File: src/sv/tbsw_pkg.sv
// Package: widths, fixed-point constants and pipeline stage types of the sample warp.
`timescale 1ns / 1ps

package tbsw_pkg;

  localparam int unsigned FRAC_BITS = 16;
  localparam int unsigned IN_W      = FRAC_BITS;
  localparam int unsigned ROOT_W    = FRAC_BITS + 1;
  localparam int unsigned RAD_W     = 2 * ROOT_W;
  localparam int unsigned REM_W     = ROOT_W + 3;
  localparam int unsigned OUT_W     = FRAC_BITS + 2;
  localparam int unsigned NUM_CELLS = ROOT_W;

  localparam logic [OUT_W-1:0] ONE  = OUT_W'(1) << FRAC_BITS;
  localparam logic [OUT_W-1:0] HALF = OUT_W'(1) << (FRAC_BITS - 1);

  localparam logic signed [OUT_W-1:0] ONE_S     = ONE;
  localparam logic signed [OUT_W-1:0] NEG_ONE_S = -ONE;

  typedef enum logic [1:0] {
    KIND_BOX,
    KIND_LO,
    KIND_HI
  } kind_e;

  typedef struct packed {
    kind_e             kind;
    logic [IN_W-1:0]   u;
    logic [RAD_W-1:0]  rad;
    logic [REM_W-1:0]  rem;
    logic [ROOT_W-1:0] root;
  } coord_t;

  typedef struct packed {
    coord_t x;
    coord_t y;
    logic   last;
  } stage_t;

endpackage

File: src/sv/tbsw_if.sv
// Interfaces: sample input channel and warped result channel.
`timescale 1ns / 1ps

interface tbsw_in_if;
  logic                      valid;
  logic                      ready;
  logic [tbsw_pkg::IN_W-1:0] sample_x;
  logic [tbsw_pkg::IN_W-1:0] sample_y;
  logic                      last_sample;

  modport source (output valid, output sample_x, output sample_y, output last_sample,
                  input ready);
  modport sink (input valid, input sample_x, input sample_y, input last_sample,
                output ready);
endinterface

interface tbsw_out_if;
  logic                              valid;
  logic                              ready;
  logic signed [tbsw_pkg::OUT_W-1:0] warped_x;
  logic signed [tbsw_pkg::OUT_W-1:0] warped_y;
  logic                              last_out;

  modport source (output valid, output warped_x, output warped_y, output last_out,
                  input ready);
  modport sink (input valid, input warped_x, input warped_y, input last_out,
                output ready);
endinterface

File: src/sv/tbsw_prep.sv
// Front stage: classify each coordinate and form the square-root radicand.
`timescale 1ns / 1ps

module tbsw_prep (
  input  logic             clk_i,
  input  logic             rst_ni,
  input  logic             adv_i,
  input  logic             mode_i,
  tbsw_in_if.sink          sample_i,
  output logic             valid_o,
  output tbsw_pkg::stage_t data_o
);

  logic             valid_q;
  tbsw_pkg::stage_t data_q;
  tbsw_pkg::stage_t data_d;

  function automatic tbsw_pkg::coord_t prep_coord(logic [tbsw_pkg::IN_W-1:0] u, logic mode);
    logic [tbsw_pkg::ROOT_W-1:0] dbl;
    logic [tbsw_pkg::ROOT_W-1:0] d;
    tbsw_pkg::coord_t            c;
    dbl    = {u, 1'b0};
    c.u    = u;
    c.rem  = '0;
    c.root = '0;
    if (!mode) begin
      c.kind = tbsw_pkg::KIND_BOX;
      d      = '0;
    end else if (!u[tbsw_pkg::IN_W-1]) begin
      c.kind = tbsw_pkg::KIND_LO;
      d      = dbl;
    end else begin
      c.kind = tbsw_pkg::KIND_HI;
      d      = tbsw_pkg::ROOT_W'(0) - dbl;
    end
    c.rad = {1'b0, d, tbsw_pkg::FRAC_BITS'(0)};
    return c;
  endfunction

  assign sample_i.ready = adv_i;

  always_comb begin
    data_d.x    = prep_coord(sample_i.sample_x, mode_i);
    data_d.y    = prep_coord(sample_i.sample_y, mode_i);
    data_d.last = sample_i.last_sample;
  end

  always_ff @(posedge clk_i or negedge rst_ni) begin
    if (!rst_ni) begin
      valid_q <= 1'b0;
    end else if (adv_i) begin
      valid_q <= sample_i.valid;
    end
  end

  always_ff @(posedge clk_i) begin
    if (adv_i) begin
      data_q <= data_d;
    end
  end

  assign valid_o = valid_q;
  assign data_o  = data_q;

endmodule

File: src/sv/tbsw_cell.sv
// Root cell: one restoring square-root digit step for both coordinates.
`timescale 1ns / 1ps

module tbsw_cell (
  input  logic             clk_i,
  input  logic             rst_ni,
  input  logic             adv_i,
  input  logic             valid_i,
  input  tbsw_pkg::stage_t data_i,
  output logic             valid_o,
  output tbsw_pkg::stage_t data_o
);

  logic             valid_q;
  tbsw_pkg::stage_t data_q;
  tbsw_pkg::stage_t data_d;

  function automatic tbsw_pkg::coord_t root_step(tbsw_pkg::coord_t c);
    logic [tbsw_pkg::REM_W-1:0] ext;
    logic [tbsw_pkg::REM_W-1:0] trial;
    logic                       ge;
    tbsw_pkg::coord_t           r;
    ext    = {c.rem[tbsw_pkg::REM_W-3:0], c.rad[tbsw_pkg::RAD_W-1 -: 2]};
    trial  = {{(tbsw_pkg::REM_W - tbsw_pkg::ROOT_W - 2){1'b0}}, c.root, 2'b01};
    ge     = (ext >= trial);
    r      = c;
    r.rem  = ge ? (ext - trial) : ext;
    r.root = {c.root[tbsw_pkg::ROOT_W-2:0], ge};
    r.rad  = {c.rad[tbsw_pkg::RAD_W-3:0], 2'b00};
    return r;
  endfunction

  always_comb begin
    data_d.x    = root_step(data_i.x);
    data_d.y    = root_step(data_i.y);
    data_d.last = data_i.last;
  end

  always_ff @(posedge clk_i or negedge rst_ni) begin
    if (!rst_ni) begin
      valid_q <= 1'b0;
    end else if (adv_i) begin
      valid_q <= valid_i;
    end
  end

  always_ff @(posedge clk_i) begin
    if (adv_i) begin
      data_q <= data_d;
    end
  end

  assign valid_o = valid_q;
  assign data_o  = data_q;

endmodule

File: src/sv/tbsw_post.sv
// Output stage: form the warped coordinates and hold the result for transfer.
`timescale 1ns / 1ps

module tbsw_post (
  input  logic             clk_i,
  input  logic             rst_ni,
  input  logic             valid_i,
  input  tbsw_pkg::stage_t data_i,
  tbsw_out_if.source       warp_o,
  output logic             adv_o
);

  logic                              valid_q;
  logic signed [tbsw_pkg::OUT_W-1:0] wx_q;
  logic signed [tbsw_pkg::OUT_W-1:0] wy_q;
  logic                              last_q;

  function automatic logic [tbsw_pkg::OUT_W-1:0] finish(tbsw_pkg::coord_t c);
    logic [tbsw_pkg::OUT_W-1:0] root_ext;
    logic [tbsw_pkg::OUT_W-1:0] u_ext;
    logic [tbsw_pkg::OUT_W-1:0] r;
    root_ext = {1'b0, c.root};
    u_ext    = {2'b00, c.u};
    case (c.kind)
      tbsw_pkg::KIND_BOX: r = u_ext - tbsw_pkg::HALF;
      tbsw_pkg::KIND_LO:  r = root_ext - tbsw_pkg::ONE;
      tbsw_pkg::KIND_HI:  r = tbsw_pkg::ONE - root_ext;
      default:            r = '0;
    endcase
    return r;
  endfunction

  assign adv_o = !valid_q || warp_o.ready;

  always_ff @(posedge clk_i or negedge rst_ni) begin
    if (!rst_ni) begin
      valid_q <= 1'b0;
    end else if (adv_o) begin
      valid_q <= valid_i;
    end
  end

  always_ff @(posedge clk_i) begin
    if (adv_o) begin
      wx_q   <= finish(data_i.x);
      wy_q   <= finish(data_i.y);
      last_q <= data_i.last;
    end
  end

  assign warp_o.valid    = valid_q;
  assign warp_o.warped_x = wx_q;
  assign warp_o.warped_y = wy_q;
  assign warp_o.last_out = last_q;

endmodule

File: src/sv/tent_box_sample_warp.sv
// Top level: box / tent warp of 2D sample points from the unit square into [-1,1].
//
// Each accepted sample gives one result after one front stage, a chain of 17 root
// cells that each resolve one bit of the integer square root for both coordinates,
// and one output register. The chain takes a new sample every cycle; a stall on
// the result channel holds the whole chain in place. filter_mode (mode_q) resets to
// 1 (tent); write it through cfg_we_i / cfg_wdata_i only while idle (not enforced).
`timescale 1ns / 1ps

module tent_box_sample_warp (
  input  logic       clk_i,
  input  logic       rst_ni,
  input  logic       cfg_we_i,
  input  logic       cfg_wdata_i,
  tbsw_in_if.sink    sample_i,
  tbsw_out_if.source warp_o
);

  logic                                  mode_q;
  logic                                  adv;
  logic             [tbsw_pkg::NUM_CELLS:0] vld;
  tbsw_pkg::stage_t [tbsw_pkg::NUM_CELLS:0] stg;

  always_ff @(posedge clk_i or negedge rst_ni) begin
    if (!rst_ni) begin
      mode_q <= 1'b1;
    end else if (cfg_we_i) begin
      mode_q <= cfg_wdata_i;
    end
  end

  tbsw_prep u_prep (
    .clk_i    (clk_i),
    .rst_ni   (rst_ni),
    .adv_i    (adv),
    .mode_i   (mode_q),
    .sample_i (sample_i),
    .valid_o  (vld[0]),
    .data_o   (stg[0])
  );

  for (genvar i = 0; i < tbsw_pkg::NUM_CELLS; i++) begin : g_cell
    tbsw_cell u_cell (
      .clk_i   (clk_i),
      .rst_ni  (rst_ni),
      .adv_i   (adv),
      .valid_i (vld[i]),
      .data_i  (stg[i]),
      .valid_o (vld[i+1]),
      .data_o  (stg[i+1])
    );
  end

  tbsw_post u_post (
    .clk_i   (clk_i),
    .rst_ni  (rst_ni),
    .valid_i (vld[tbsw_pkg::NUM_CELLS]),
    .data_i  (stg[tbsw_pkg::NUM_CELLS]),
    .warp_o  (warp_o),
    .adv_o   (adv)
  );

`ifndef SYNTHESIS
  a_x_range: assert property (@(posedge clk_i) disable iff (!rst_ni)
    warp_o.valid |-> (warp_o.warped_x >= tbsw_pkg::NEG_ONE_S &&
                      warp_o.warped_x <= tbsw_pkg::ONE_S))
    else $error("warped_x outside [-1,1]");

  a_y_range: assert property (@(posedge clk_i) disable iff (!rst_ni)
    warp_o.valid |-> (warp_o.warped_y >= tbsw_pkg::NEG_ONE_S &&
                      warp_o.warped_y <= tbsw_pkg::ONE_S))
    else $error("warped_y outside [-1,1]");

  a_stall_hold: assert property (@(posedge clk_i) disable iff (!rst_ni)
    !adv |=> $stable(vld))
    else $error("root chain moved during a stall");

  a_ready_follows: assert property (@(posedge clk_i) disable iff (!rst_ni)
    (warp_o.valid && !warp_o.ready) |-> !sample_i.ready)
    else $error("sample taken while result stalled and chain full");
`endif

endmodule
File: src/flat_wrapper.sv
// flat-port wrapper written by rule: the top's interface ports become plain ports
module tent_box_sample_warp_flat 
  (clk_i, rst_ni, cfg_we_i, cfg_wdata_i, sample_i_valid, sample_i_sample_x, sample_i_sample_y, sample_i_last_sample, sample_i_ready, warp_o_valid, warp_o_warped_x, warp_o_warped_y, warp_o_last_out, warp_o_ready);
  tbsw_in_if sample_i_i ();
  tbsw_out_if warp_o_i ();
  input  logic clk_i;
  input  logic rst_ni;
  input  logic cfg_we_i;
  input  logic cfg_wdata_i;
  input wire logic [$bits(sample_i_i.valid)-1:0] sample_i_valid;
  input wire logic [$bits(sample_i_i.sample_x)-1:0] sample_i_sample_x;
  input wire logic [$bits(sample_i_i.sample_y)-1:0] sample_i_sample_y;
  input wire logic [$bits(sample_i_i.last_sample)-1:0] sample_i_last_sample;
  output wire logic [$bits(sample_i_i.ready)-1:0] sample_i_ready;
  output wire logic [$bits(warp_o_i.valid)-1:0] warp_o_valid;
  output wire logic [$bits(warp_o_i.warped_x)-1:0] warp_o_warped_x;
  output wire logic [$bits(warp_o_i.warped_y)-1:0] warp_o_warped_y;
  output wire logic [$bits(warp_o_i.last_out)-1:0] warp_o_last_out;
  input wire logic [$bits(warp_o_i.ready)-1:0] warp_o_ready;
  assign sample_i_i.valid = sample_i_valid;
  assign sample_i_i.sample_x = sample_i_sample_x;
  assign sample_i_i.sample_y = sample_i_sample_y;
  assign sample_i_i.last_sample = sample_i_last_sample;
  assign sample_i_ready = sample_i_i.ready;
  assign warp_o_valid = warp_o_i.valid;
  assign warp_o_warped_x = warp_o_i.warped_x;
  assign warp_o_warped_y = warp_o_i.warped_y;
  assign warp_o_last_out = warp_o_i.last_out;
  assign warp_o_i.ready = warp_o_ready;
  tent_box_sample_warp u_core (.clk_i(clk_i), .rst_ni(rst_ni), .cfg_we_i(cfg_we_i), .cfg_wdata_i(cfg_wdata_i), .sample_i(sample_i_i), .warp_o(warp_o_i));
endmodule
File: config.mk
export PLATFORM = sky130hd
export DESIGN_NAME = tent_box_sample_warp_flat
export DESIGN_NICKNAME = d
export VERILOG_FILES = /design/src/sv/tbsw_pkg.sv /design/src/sv/tbsw_if.sv /design/src/sv/tbsw_prep.sv /design/src/sv/tbsw_cell.sv /design/src/sv/tbsw_post.sv /design/src/sv/tent_box_sample_warp.sv /design/src/flat_wrapper.sv
export SDC_FILE = /design/constraint.sdc
export NUM_CORES = 2
export LEC_CHECK = 0
export BUFFER_PORTS_ARGS = -buffer_cell sky130_fd_sc_hd__buf_2
export CAP_MARGIN = 30
export CORE_MARGIN = 4
export CORE_UTILIZATION = 55
export CTS_CLUSTER_DIAMETER = 150
export DETAILED_ROUTE_END_ITERATION = 8
export GPL_ROUTABILITY_DRIVEN = 0
export PLACE_DENSITY_LB_ADDON = 0.12
export SLEW_MARGIN = 20
export SYNTH_ARGS = -nofsm -noshare
export SYNTH_HDL_FRONTEND = slang
export SYNTH_HIERARCHICAL = 1
export SYNTH_SLANG_ARGS = --single-unit
File: constraint.sdc
create_clock -name clk_i -period 459.5 [get_ports clk_i]
set_input_delay 114.875 -clock clk_i [delete_from_list [all_inputs] [get_ports clk_i]]
set_output_delay 114.875 -clock clk_i [all_outputs]
set_load 0.01 [all_outputs]
==> impl_metrics.py <==
metrics = {
    "timing": {
        "setup_viol": 0,
        "fin_crit_sh_pct": 50.26,
        "finalHoldViolCount": 0,
        "max_freq_mhz": 4.330,
        "rsz0062_at_grt": "no",
        "worstMarginPinSlew_ps": 907.2,
        "slew_viol_final": 0,
        "finClkSkew_ps": 53.55,
        "tns_ps": 0,
        "finalCriticalPeriod_ps": 230960,
        "slew_headroom_pct": 39.52,
        "hold_slack_ps": 386.5,
    },
    "global_route": {
        "grt_remaining_overflow": 0,
        "antenna_found_initial": 1,
        "grt_pass1_wl_um": 325300,
        "grt_usage_pct": 18.36,
        "grt_pass1_vias": 63850,
        "grt_max_degree": 182,
    },
    "detailed_routing": {
        "detail-route-antenna-nets": 0,
        "drt_wl_total_um": 199500,
        "wl_per_cell_um": 17.24,
        "firstDrtPassIters": 8,
        "first_iter_violations": 4443,
        "drc_errors": 0,
        "viasPerCell": 5.536,
        "routed-via-count": 64070,
    },
    "clock_tree": {
        "postCtsHoldBufs": 0,
        "cts_tree": "done",
        "ctsHtreeMaxLevel": 5,
        "post_cts_buffers": 0,
        "cts.sinks": 2453,
        "ctsLongestPathBuffers": 4,
        "cts.reportedPaths.clkPinSlew_ps": 50,
        "cts-buffers-inserted": 275,
        "clockRootBuffer": "clkbuf_16",
        "ctsResizeCount": 0,
        "clkLatencyLatePin_ps": 900,
    },
    "die": {
        "die_area_um2": 214900,
        "placementRows": 166,
        "io_pins": 78,
        "fp.coreArea_um2": 205600,
        "die_x_um": 463.6,
        "die_h_um": 463.6,
        "start_util_pct": 55.52,
    },
    "critical_path": {
        "startpoint_type": "input pin",
        "critPathCaptureType": "output port",
        "cp.depth": 3,
        "arrival_ps": 116090,
        "critical_path.top_delay_family": "simple AND/OR/NAND/NOR gates",
        "timing.critical_path.mode_cell": "buf_2",
        "cp_slowest_stage_delay_ps": 650,
        "cp_max_fo": 63,
        "crit_type": "input pin to output port",
        "worstRegToRegCells": 8,
        "crit_slowest_cell": "nand2b_4",
        "path_buf_inv": 2,
        "crit_required_ps": 344620,
        "path_cells": "buf_2 > nand2b_4 > buf_2",
    },
    "outcome": {
        "status": "finished clean",
    },
    "job": {
        "drv_cap": 0,
    },
    "yosys": {
        "netlist_area_um2": 114200,
        "syn_inst": 8443,
        "yosys_warnings": 6,
        "syn_avg_cell_area_um2": 13.52,
    },
    "placed_design": {
        "dp.cells": 11090,
        "io_buffers": 77,
        "place.detailed.hpwl_um": 141300,
    },
    "hold_path": {
        "min_path_type": "register to register",
        "hold_depth": 0,
    },
    "cells_and_area": {
        "syn_to_final_growth_pct": 10.24,
        "finalNonFillerCells": 11570,
        "finalNetCount": 9385,
        "drive_above_1_share_pct": 8.994,
    },
}
-- layout make-up --
class                           instances  area, um^2
Antenna cell                            2       5.005
Clock buffer                          329        7307
Clock inverter                        136        1121
Fill cell                           15310       79780
Inverter                              803        3017
Multi-Input combinational cell       5011       36290
Sequential cell                      2453       73560
Tap cell                             2688        3363
Timing Repair Buffer                  152        1182
-- placed cells by master (no fill, tap or decap), drive strengths merged, types with 144 or more instances in the layout --
cell type,instances
nand2,444
buf,151
o21ai,452
a21oi,564
nor2,432
xnor2,342
edfxtp,2433
inv,809
nor3,144
a21o,194
xor2,183
mux2,319
ha,650
clkbuf,330
-- path summary, 6_finish.rpt --
kind,from,to,slack (ps)
max,warp_o_ready,sample_i_ready,228540
min,u_core/g_cell[7].u_cell/data_o[64],u_core/g_cell[8].u_cell/data_o[66],390
max reg2reg,u_core/u_post/warp_o.valid,u_core/g_cell[12].u_cell/data_o[156],453860
min reg2reg,u_core/g_cell[7].u_cell/data_o[64],u_core/g_cell[8].u_cell/data_o[66],390
max in group asynchronous,rst_ni,u_core/mode_q,345210
min in group asynchronous,rst_ni,u_core/g_cell[0].u_cell/valid_o,113940
-- through the flow --
stage | worst slack (ps) | util (%) | cell area (um^2)
after global routing | 228430 | 61.20 | 125800
after detailed placement | 228460 | 57.00 | 117200
final | 228540 | 61.20 | 125800
after global placement | 228470 | 56.92 | 117000
after CTS | 228460 | 61.10 | 125600
after floorplan | 166270 | - | 114600
-- layer usage --
| layer | global-route usage [%] | vias up | part of all wire [%] |
|---|---|---|---|
| met5 | 0 | - | 0 |
| met4 | 8.383 | 0 | 4.6 |
| met3 | 2.676 | 608 | 3.9 |
| met2 | 31.82 | 1633 | 49 |
| met1 | 22.86 | 30180 | 42 |
| li1 | - | 31650 | - |
-- registers in the layout, summed over array words and instances (netlist names) --
register,count
u_core/u_prep/data_o,69
u_core/u_post/warp_o.valid,1
u_core/g_cell.u_cell/valid_o,17
u_core/u_post/warp_o.last_out,1
u_core/u_prep/valid_o,1
u_core/u_post/warp_o.warped_x,18
u_core/mode_q,1
u_core/u_post/warp_o.warped_y,18
u_core/g_cell.u_cell/data_o,2327
-- worst register-to-register path: cells and delay by family, from the launching register on --
family	cells	cell delay, ps
buf+inv	7	4240
simple gates	1	630
flops	1	420
Power is left out: the tool's default activity adds up to more than one toggle a clock period on the data nets, which glitch-free logic cannot reach.
